**src/rtl/tmdm_pkg.sv**
```systemverilog
package tmdm_pkg;

    // Field widths fixed by the word formats
    localparam int SAMPLE_BITS = 16;
    localparam int AVG_BITS    = 24;
    localparam int FRAC_BITS   = 8;
    localparam int STATUS_BITS = 2;

    // Default set length limit
    localparam int MAX_SAMPLES = 128;

    // Status codes
    localparam logic [STATUS_BITS-1:0] ST_OK   = 2'd0;
    localparam logic [STATUS_BITS-1:0] ST_FEW  = 2'd1;
    localparam logic [STATUS_BITS-1:0] ST_MANY = 2'd2;

    // Input word: one sample of a set
    typedef struct packed {
        logic signed [SAMPLE_BITS-1:0] sample;
        logic                          last;
    } in_word_t;

    // Output word: trimmed mean and status
    typedef struct packed {
        logic signed [AVG_BITS-1:0]    average;
        logic        [STATUS_BITS-1:0] status;
    } out_word_t;

endpackage

```
**src/rtl/trimmed_mean_drop_min_max.sv**
```systemverilog
// Trimmed mean of a set of signed samples, dropping one largest and one
// smallest sample, result in signed fixed point with 8 fraction bits.
//
// Input: a word (sample, last) is taken at a rising edge with start high and
// busy low. Samples of a set come one per cycle; busy stays low while a set
// is being summed, so a sample can be taken every cycle.
// When the word marked last is taken, busy rises and the block works out
// (sum - max - min) / (count - 2) with a restoring divider that settles one
// quotient bit per cycle. For a set with fewer than three or more than
// MAX_SAMPLES samples the trim state reports the status with average 0
// and no division is done.
// Output: result is valid for exactly one cycle while done is high; busy is
// low in that cycle and the next set may start. The receiver cannot stall.
// Reset (rst_n low, asynchronous) drops any set in progress and clears the
// count, sum, largest and smallest sample.
module trimmed_mean_drop_min_max #(
    parameter int MAX_SAMPLES = tmdm_pkg::MAX_SAMPLES
) (
    input  logic                clk,
    input  logic                rst_n,
    input  logic                start,
    output logic                busy,
    input  tmdm_pkg::in_word_t  item,
    output logic                done,
    output tmdm_pkg::out_word_t result
);

    localparam int SB     = tmdm_pkg::SAMPLE_BITS;
    localparam int AW     = tmdm_pkg::AVG_BITS;
    localparam int CNT_W  = $clog2(MAX_SAMPLES + 2);
    localparam int SUM_W  = SB + $clog2(MAX_SAMPLES + 1);
    localparam int TRIM_W = SUM_W + 2;
    localparam int NUM_W  = TRIM_W + tmdm_pkg::FRAC_BITS;
    localparam int ITER_W = $clog2(NUM_W + 1);
    localparam int QX_W   = (NUM_W > AW) ? NUM_W : AW + 1;

    localparam logic [QX_W-1:0] POS_LIM = QX_W'((64'd1 << (AW - 1)) - 64'd1);
    localparam logic [QX_W-1:0] NEG_LIM = QX_W'(64'd1 << (AW - 1));

    localparam logic [CNT_W-1:0] CNT_MAX = CNT_W'(MAX_SAMPLES);
    localparam logic [CNT_W-1:0] CNT_MIN = CNT_W'(3);
    localparam logic [CNT_W-1:0] CNT_TWO = CNT_W'(2);

    // Sequencer states
    localparam logic [1:0] S_IDLE = 2'd0;
    localparam logic [1:0] S_TRIM = 2'd1;
    localparam logic [1:0] S_DIV  = 2'd2;
    localparam logic [1:0] S_DONE = 2'd3;

    logic [1:0]              state_reg, state_next;
    logic [CNT_W-1:0]        count_reg, count_next;
    logic signed [SUM_W-1:0] sum_reg, sum_next;
    logic signed [SB-1:0]    max_reg, max_next;
    logic signed [SB-1:0]    min_reg, min_next;
    logic [CNT_W-1:0]        div_reg, div_next;
    logic [CNT_W-1:0]        rem_reg, rem_next;
    logic [NUM_W-1:0]        quo_reg, quo_next;
    logic                    neg_reg, neg_next;
    logic [ITER_W-1:0]       iter_reg, iter_next;
    logic                    done_reg, done_next;
    tmdm_pkg::out_word_t     res_reg, res_next;

    logic                     take;
    logic signed [SUM_W-1:0]  s_ext;
    logic signed [TRIM_W-1:0] trim;
    logic [TRIM_W-1:0]        trim_mag;
    logic [CNT_W:0]           rem_sh;
    logic                     fits;
    logic [QX_W-1:0]          q_ext;
    logic [AW-1:0]            q_sat;

    assign busy   = (state_reg != S_IDLE);
    assign take   = start && !busy;
    assign done   = done_reg;
    assign result = res_reg;

    // Datapath helpers: sample extension, trimmed sum, divider step, saturation
    always_comb
    begin
        s_ext    = SUM_W'(item.sample);
        trim     = TRIM_W'(sum_reg) - TRIM_W'(max_reg) - TRIM_W'(min_reg);
        trim_mag = trim[TRIM_W-1] ? TRIM_W'(-trim) : TRIM_W'(trim);
        rem_sh   = {rem_reg, quo_reg[NUM_W-1]};
        fits     = (rem_sh >= {1'b0, div_reg});
        q_ext    = QX_W'(quo_reg);
        if (!neg_reg && (q_ext > POS_LIM))
        begin
            q_sat = AW'(POS_LIM);
        end
        else if (neg_reg && (q_ext > NEG_LIM))
        begin
            q_sat = AW'(NEG_LIM);
        end
        else
        begin
            q_sat = quo_reg[AW-1:0];
        end
    end

    // Sequencer and next-state values
    always_comb
    begin
        state_next = state_reg;
        count_next = count_reg;
        sum_next   = sum_reg;
        max_next   = max_reg;
        min_next   = min_reg;
        div_next   = div_reg;
        rem_next   = rem_reg;
        quo_next   = quo_reg;
        neg_next   = neg_reg;
        iter_next  = iter_reg;
        done_next  = 1'b0;
        res_next   = res_reg;

        case (state_reg)
            S_IDLE:
            begin
                if (take)
                begin
                    // accumulate until the count passes the limit
                    if (count_reg <= CNT_MAX)
                    begin
                        if (count_reg == '0)
                        begin
                            max_next = item.sample;
                            min_next = item.sample;
                        end
                        else
                        begin
                            if (item.sample > max_reg)
                            begin
                                max_next = item.sample;
                            end
                            if (item.sample < min_reg)
                            begin
                                min_next = item.sample;
                            end
                        end
                        sum_next   = sum_reg + s_ext;
                        count_next = count_reg + CNT_W'(1);
                    end
                    if (item.last)
                    begin
                        state_next = S_TRIM;
                    end
                end
            end

            S_TRIM:
            begin
                // set up the divider or report a bad set length
                div_next  = count_reg - CNT_TWO;
                rem_next  = '0;
                quo_next  = {trim_mag, {tmdm_pkg::FRAC_BITS{1'b0}}};
                neg_next  = trim[TRIM_W-1];
                iter_next = ITER_W'(NUM_W);
                count_next = '0;
                sum_next   = '0;
                max_next   = '0;
                min_next   = '0;
                if (count_reg > CNT_MAX)
                begin
                    res_next.average = '0;
                    res_next.status  = tmdm_pkg::ST_MANY;
                    done_next        = 1'b1;
                    state_next       = S_IDLE;
                end
                else if (count_reg < CNT_MIN)
                begin
                    res_next.average = '0;
                    res_next.status  = tmdm_pkg::ST_FEW;
                    done_next        = 1'b1;
                    state_next       = S_IDLE;
                end
                else
                begin
                    state_next = S_DIV;
                end
            end

            S_DIV:
            begin
                // one quotient bit per cycle
                rem_next  = fits ? CNT_W'(rem_sh - {1'b0, div_reg}) : CNT_W'(rem_sh);
                quo_next  = {quo_reg[NUM_W-2:0], fits};
                iter_next = iter_reg - ITER_W'(1);
                if (iter_reg == ITER_W'(1))
                begin
                    state_next = S_DONE;
                end
            end

            S_DONE:
            begin
                // restore sign, already saturated
                res_next.average = neg_reg ? -q_sat : q_sat;
                res_next.status  = tmdm_pkg::ST_OK;
                done_next        = 1'b1;
                state_next       = S_IDLE;
            end

            default:
            begin
                state_next = S_IDLE;
            end
        endcase
    end

    // Registers
    always_ff @(posedge clk or negedge rst_n)
    begin
        if (!rst_n)
        begin
            state_reg <= S_IDLE;
            count_reg <= '0;
            sum_reg   <= '0;
            max_reg   <= '0;
            min_reg   <= '0;
            iter_reg  <= '0;
            done_reg  <= 1'b0;
        end
        else
        begin
            state_reg <= state_next;
            count_reg <= count_next;
            sum_reg   <= sum_next;
            max_reg   <= max_next;
            min_reg   <= min_next;
            iter_reg  <= iter_next;
            done_reg  <= done_next;
        end
    end

    // Divider and result payload
    always_ff @(posedge clk)
    begin
        div_reg <= div_next;
        rem_reg <= rem_next;
        quo_reg <= quo_next;
        neg_reg <= neg_next;
        res_reg <= res_next;
    end

endmodule
```
**config.mk**
```make
export PLATFORM = sky130hd
export DESIGN_NAME = trimmed_mean_drop_min_max
export DESIGN_NICKNAME = d
export VERILOG_FILES = /design/src/rtl/tmdm_pkg.sv /design/src/rtl/trimmed_mean_drop_min_max.sv
export SDC_FILE = /design/constraint.sdc
export NUM_CORES = 1
export LEC_CHECK = 0
export BUFFER_PORTS_ARGS = -buffer_cell sky130_fd_sc_hd__buf_4
export CAP_MARGIN = 5
export CORE_MARGIN = 8
export CORE_UTILIZATION = 60
export CTS_CLUSTER_DIAMETER = 80
export DETAILED_ROUTE_END_ITERATION = 10
export PLACE_DENSITY = 0.82
export SLEW_MARGIN = 20
export SYNTH_ARGS = -nofsm -noshare
export SYNTH_HDL_FRONTEND = slang
export SYNTH_SLANG_ARGS = --single-unit
```
**constraint.sdc**
```tcl
create_clock -name clk -period 10.3 [get_ports clk]
set_input_delay 2.06 -clock clk [delete_from_list [all_inputs] [get_ports clk]]
set_output_delay 2.06 -clock clk [all_outputs]
set_load 0.02 [all_outputs]
```
==> metrics.md, run 1 <==
| Metric | Value |
|---|---|
| Layout cells sized above 1 | 13.13% |
| Slew of the pin with the lowest slew margin | 1.041 ns |
| Starting density of the core | 61.49% |
| Met2 wire len | 12130 um |
| TritonCTS clock tree | built |
| Xor and xnor fraction of the mapped netlist area | 6.147% |
| Cells after Synth | 1186 |
| Max layer used | met4 |
| Root Buffer | clkbuf_16 |
| Final #Nets | 1361 |
| Fin Clk Skew | 0.008362 ns |
| Distinct cells, synth | 73 |
| Worst Hold Class | reg2reg |
| Synth Flop Type | edfxtp_1 |
| Cell taking the most area after synthesis | edfxtp_1 |
| WS Path Type | reg2reg |
| Number of global-route vias before repair | 8735 |
| DRC | 0 |
| Die X | 154.7 um |
| Seq/Total Area, Yosys | 35.86% |
| Routability cong. | 0.9482 |
| Adder-Cell Fraction of Synth Area | 15.57% |
| Initial DRC Count | 746 |
| Hold-fix buffers at CTS | 0 |
| Warnings from Yosys | 0 |
| Critical Path AT | 5.03 ns |
| Largest fanout on the critical path | 27 |
| Crit start category | flop |
| Latest clock arrival within the worst-skew pair | 0.43 ns |
| Detailed-route wire length per cell | 17.27 um |
| Total track usage | 21.19% |
| Synth Cell Area | 11540 um^2 |
| Status | completed |
| Area Growth Syn to Fin | 9.410% |
| # diodes | 0 |
| Post-CTS Resized | 0 |
| Initial antenna violation count | 0 |
| Fin. max-slew vios | 0 |
| Critical register-to-register path startpoint | max_reg[4] |
| Synth top area cells | edfxtp_1, dfrtp_1, ha_1 |
| Wl on met1 | 11360 um |
| Post-Syn Area per Cell | 9.731 um^2 |
| First-pass GRT wire length | 42080 um |
| Post-route ant nets | 0 |
| Compound-Gate Fraction of Synth Area | 18.21% |
| Site Rows | 50 |
| Postcts setup bufs | 0 |
| Main combinational cell family by area after synthesis | compound AO/OA/AOI/OAI gates |
| Top-area cell type share of the netlist area | 20.03% |
| Via count | 8990 |
| Clock transition at path regs | 0.06 ns |
| Final min period | 4.848 ns |
| Syn_nets | 1334 |
| Pin count of the biggest net entering global routing | 74 |
| Die area | 23930 um^2 |
| Clk sinks | 150 |
| Post-synth EDFFs | 77 |
| Portion of netlist area occupied by mux cells | 5.876% |
| Length of the first detailed-routing pass in iterations | 5 |
| Total gr overflow | 0 |
| Max Buffers Root-to-Sink | 2 |
| Final Hold Viols | 0 |
| PortBufs | 47 |
| Hold_sp | min_reg[8] |
| Rel. slew slack | 30.62% |
| Ports | 48 |
| Max Cap Viol | 0 |
| Fmax | 0.2063 GHz |
| Req. time, crit path | 10.48 ns |
| # setup viols final | 0 |
| Fill count | 1424 |
| Core ar. | 18770 um^2 |
| DR vias/cell | 6.158 |
| DP HPWL | 18360 um |
| Simple-Gate Fraction of Synth Area | 14.17% |
| Max reg flops | 34 |
| Synth async-reset ratio | 48.67% |
| # H-tree levels | 4 |
| CP startpoint | max_reg[4] |
| CTS buffer count | 17 |
| Post-Route WL | 25210 um |
| Die height | 154.7 um |
| Metal3 WL | 1311 um |
| Worst reg2reg setup slack | 5.45 ns |
| RSZ-0062 raised after global routing | false |
| Final setup TNS | 0 ns |
| Final period utilization | 47.07% |
| Flip-flop and latch count after synthesis | 150 |
| CP endpoint kind | flop |
-- synth_stat cells (all sizes together), types with 24 or more instances --
| cell | number |
|---|---|
| ha | 102 |
| nand2 | 95 |
| o21ai | 83 |
| edfxtp | 77 |
| inv | 76 |
| a21oi | 73 |
| dfrtp | 73 |
| nor2 | 61 |
| xnor2 | 55 |
| mux2 | 54 |
| a21o | 35 |
| nor2b | 34 |
| clkbuf | 31 |
| nand3 | 30 |
| fa | 26 |
| xor2 | 26 |
| nor3 | 24 |
-- routing by layer --
| layer | global-route usage, % | up-vias |
|---|---|---|
| li1 | - | 4388 |
| met1 | 27.68 | 4290 |
| met2 | 35.09 | 269 |
| met3 | 3.566 | 43 |
| met4 | 7.233 | 0 |
| met5 | 0 | - |
-- logic make-up after synthesis --
family | after synthesis
mux | 61
compound gates | 319
simple gates | 326
flops | 150
buf+inv | 121
xor+xnor | 81
fa+ha+maj | 128
-- area by class of cell --
type / count / area (um^2) / area share, %
timing repair buffer: 53 / 397.9 / 3.151
inverter: 76 / 285.3 / 2.259
sequential: 150 / 4139 / 32.78
clock inverter: 12 / 120.1 / 0.9512
tap: 234 / 292.8 / 2.319
multi-input combinational: 915 / 6945 / 55.00
clock buffer: 20 / 446.7 / 3.537
-- per-stage QoR --
step           utilization (%)  hold slack [ns]  cell area, um^2  instances  setup slack [ns]
5_1_grt                  67.28           0.5203            12630       1460             5.192
2_1_floorplan                -           0.4794            11540       1186             5.330
4_1_cts                  67.23           0.5087            12620       1460             5.447
3_3_place_gp             64.21           0.4877            12050       1428             5.346
3_5_place_dp             64.21           0.4943            12050       1428             5.283
6_report                 67.28           0.5076            12630       1460             5.452
-- cells in the final DEF (no fill, tap or decap), types with 11 or more instances in the layout --
cell and instances:
a211oi_1 15, xor2_1 26, a21o_1 34, or3_1 11, clkbuf_16 17, o31ai_1 11, nand3_1 29, nor3_1 21
xnor2_1 55, nor2b_1 34, a31oi_1 14, a21oi_1 72, edfxtp_1 77, nor2_1 61, nand2b_1 13, buf_4 53
mux2_2 54, o21a_1 14, nand4_1 13, fa_1 26, a22o_1 19, inv_1 76, o21ai_0 79, ha_1 100
nand2_1 95, dfrtp_1 73
-- path summary, 6_finish.rpt --
| path | cells past startpoint | end |
|---|---|---|
| worst max-delay path | 14 | q_ext[12] |
| worst min-delay path | 1 | min_reg[8] |
| worst max register to register | 14 | q_ext[12] |
| worst min register to register | 1 | min_reg[8] |
| max in group asynchronous | 1 | iter_reg[1] |
| min in group asynchronous | 1 | min_reg[5] |
-- critical path: stages, from the launching register on --
cell and delay [ns]:
dfrtp_1 0.39, inv_1 0.12, fa_1 0.43, ha_1 0.39, a21oi_1 0.33, o211ai_1 0.24, nand2_1 0.16, o21ai_0 0.21
a2111o_1 0.43, a21oi_1 0.20, o21ai_0 0.19, o21ai_2 0.74, o21ai_0 0.28, xor2_1 0.21, mux2_2 0.27
Power of run 1 is not shown: default switching activity piles up to over one toggle a cycle in this logic, so the estimate is an artifact.
==> run 2, diff against run 1 <==
--- a/config.mk
+++ b/config.mk
@@ -5,10 +5,11 @@
 export SDC_FILE = /design/constraint.sdc
 export NUM_CORES = 1
 export LEC_CHECK = 0
+export ABC_AREA = 1
 export BUFFER_PORTS_ARGS = -buffer_cell sky130_fd_sc_hd__buf_4
 export CAP_MARGIN = 5
 export CORE_MARGIN = 8
-export CORE_UTILIZATION = 60
+export CORE_UTILIZATION = 58
 export CTS_CLUSTER_DIAMETER = 80
 export DETAILED_ROUTE_END_ITERATION = 10
 export PLACE_DENSITY = 0.82
==> constraint.sdc (replaced) <==
create_clock -name clk -period 4.43 [get_ports clk]
set_input_delay 0.886 -clock clk [delete_from_list [all_inputs] [get_ports clk]]
set_output_delay 0.886 -clock clk [all_outputs]
set_load 0.02 [all_outputs]
==> metrics.md, run 2 <==
| Metric | Value |
|---|---|
| Clock transition at path regs | 0.07 ns |
| Fin Clk Skew | 0.01787 ns |
| Final setup TNS | 0 ns |
| Initial DRC Count | 678 |
| Site Rows | 54 |
| First-pass GRT wire length | 50560 um |
| Latest clock arrival within the worst-skew pair | 0.44 ns |
| Critical Path AT | 3.86 ns |
| Ports | 48 |
| Distinct cells, synth | 53 |
| Clk sinks | 150 |
| Post-Route WL | 30250 um |
| Top-count cell post-synth | nand2_1 |
| Area of the multi-input gates | 7325 um^2 |
| Cells after Synth | 1748 |
| Length of the first detailed-routing pass in iterations | 5 |
| Warnings from Yosys | 0 |
| Synth top cells by count | nand2_1, inv_1, nor2_1 |
| Starting density of the core | 58.46% |
| Post-Syn Area per Cell | 7.209 um^2 |
| Post-synth EDFFs | 77 |
| Fin. max-slew vios | 0 |
| Die X | 163.4 um |
| CP endpoint kind | flop |
| Placed Area | 13200 um^2 |
| Core ar. | 21550 um^2 |
| Max reg flops | 34 |
| Die height | 163.4 um |
| DR vias/cell | 5.427 |
| Total track usage | 23.18% |
| CTS buffer count | 17 |
| WS Path Type | reg2reg |
| Req. time, crit path | 4.61 ns |
| Worst Hold Class | reg2reg |
| Slew of the pin with the lowest slew margin | 0.9714 ns |
| Synth Flop Type | edfxtp_1 |
| Via count | 11.30k |
| Pin count of the biggest net entering global routing | 74 |
| # diodes | 0 |
| Commonest non-fill, non-tap cell in the layout | nand2_1 |
| Postcts setup bufs | 0 |
| Final #Nets | 1937 |
| Flip-flop and latch count after synthesis | 150 |
| Crit start category | flop |
| Most frequent cells in the layout | nand2_1, inv_1, nor2_1 |
| # placed instances | 2050 |
| Largest fanout on the critical path | 22 |
| Synth top area cells | edfxtp_1, nand2_1, dfrtp_1 |
| Final period utilization | 83.22% |
| Top-area cell type share of the netlist area | 18.35% |
| Crit-path max cell delay | 0.53 ns |
| Area Growth Syn to Fin | 9.522% |
| Rel. slew slack | 35.24% |
| Status | completed |
| Final Cell Area | 13800 um^2 |
| Number of global-route vias before repair | 11.06k |
| Final Hold Viols | 0 |
| Max Cap Viol | 0 |
| Synth async-reset ratio | 48.67% |
| Hold-fix buffers at CTS | 0 |
| Layout cells sized above 1 | 9.046% |
| Final min period | 3.686 ns |
| Fill count | 1916 |
| Synth Cell Area | 12600 um^2 |
| Detailed-route wire length per cell | 14.53 um |
| Worst Hold Depth | 2 |
| Post-Layout Cell Count | 2082 |
| Syn_nets | 1896 |
| Reg area | 4139 um^2 |
| # H-tree levels | 4 |
| Root Buffer | clkbuf_16 |
| PortBufs | 47 |
| DRC | 0 |
| Total gr overflow | 0 |
| Critical-path cell list | inv_1 > fa_1 > ha_1 > nand2_1 > inv_1 > nand2_1 > nand2_1 > a21oi_2 > nor2_1 > nor2_1 > nand2_1 > nand2_1 > nand2_2 > inv_2 > o21ai_1 > or2_1 > nand3_1 > nand2_1 |
| Fmax | 0.2713 GHz |
| DP HPWL | 23270 um |
| Reg2reg path depth | 18 |
| Routability cong. | 0.9300 |
| CP most frequent cell | nand2_1 |
| Max Buffers Root-to-Sink | 2 |
| Post-route ant nets | 0 |
| Post-CTS Resized | 0 |
| Seq/Total Area, Yosys | 32.85% |
| # setup viols final | 0 |
| Cell taking the most area after synthesis | edfxtp_1 |
| Worst path slowest cell | fa_1 |
| Initial antenna violation count | 0 |
| Die area | 26700 um^2 |
| TritonCTS clock tree | built |
| RSZ-0062 raised after global routing | false |
[run 2: final cells by class]
class,instances,share of cell area (%)
multi-input cells,1308,53.07
flip-flops and latches,150,29.99
inverters,255,6.963
clock buffers,18,3.110
repair buffers,57,3.101
well taps,280,2.539
clock inverters,14,1.224
[run 2: final timing paths]
| kind | start | end | slack [ns] |
|---|---|---|---|
| min in group asynchronous | rst_n | sum_reg[20] | 0.60 |
| hold reg to reg | min_reg[12] | min_reg[12] | 0.47 |
| setup reg to reg | max_reg[15] | q_ext[22] | 0.74 |
| max in group asynchronous | rst_n | count_reg[5] | 3.19 |
| setup / recovery | max_reg[15] | q_ext[22] | 0.74 |
| hold / removal | min_reg[12] | min_reg[12] | 0.47 |
[run 2: worst max-delay path: cells and delay by family (launching register included)]
family | cells | cell delay [ns]
AOI/OAI and AO/OA | 2 | 0.25
adders and majority gates | 2 | 0.91
buffers and inverters | 3 | 0.67
DFF | 1 | 0.38
and+or+nand+nor | 11 | 1.21
[run 2: cells by family after synthesis]
family          synth area share (%)
fa+ha+maj                      14.26
simple gates                   31.48
compound gates                 9.870
xor+xnor                       2.492
buf+inv                        9.056
flops                          32.85
[run 2: stage by stage]
step                setup WS, ns  util [%]  hold WS, ns
global route              0.3423     64.03       0.4889
floorplan                  1.326         -       0.4419
finish                    0.7435     64.03       0.4703
CTS                       0.7190     64.03       0.4740
global placement          0.8233     61.25       0.4544
detailed placement        0.7551     61.25       0.4583
[run 2: layer usage]
layer / vias to the layer above / GRT usage (%) / routed length, um / share of wire, %
li1: 5742 / - / - / -
met1: 5211 / 27.34 / 12990 / 43
met2: 280 / 41.51 / 14940 / 49
met3: 65 / 3.049 / 1313 / 4.3
met4: 0 / 10.01 / 1011 / 3.3
met5: - / 0 / 0 / 0
Power of run 2 is left out for the same reason.
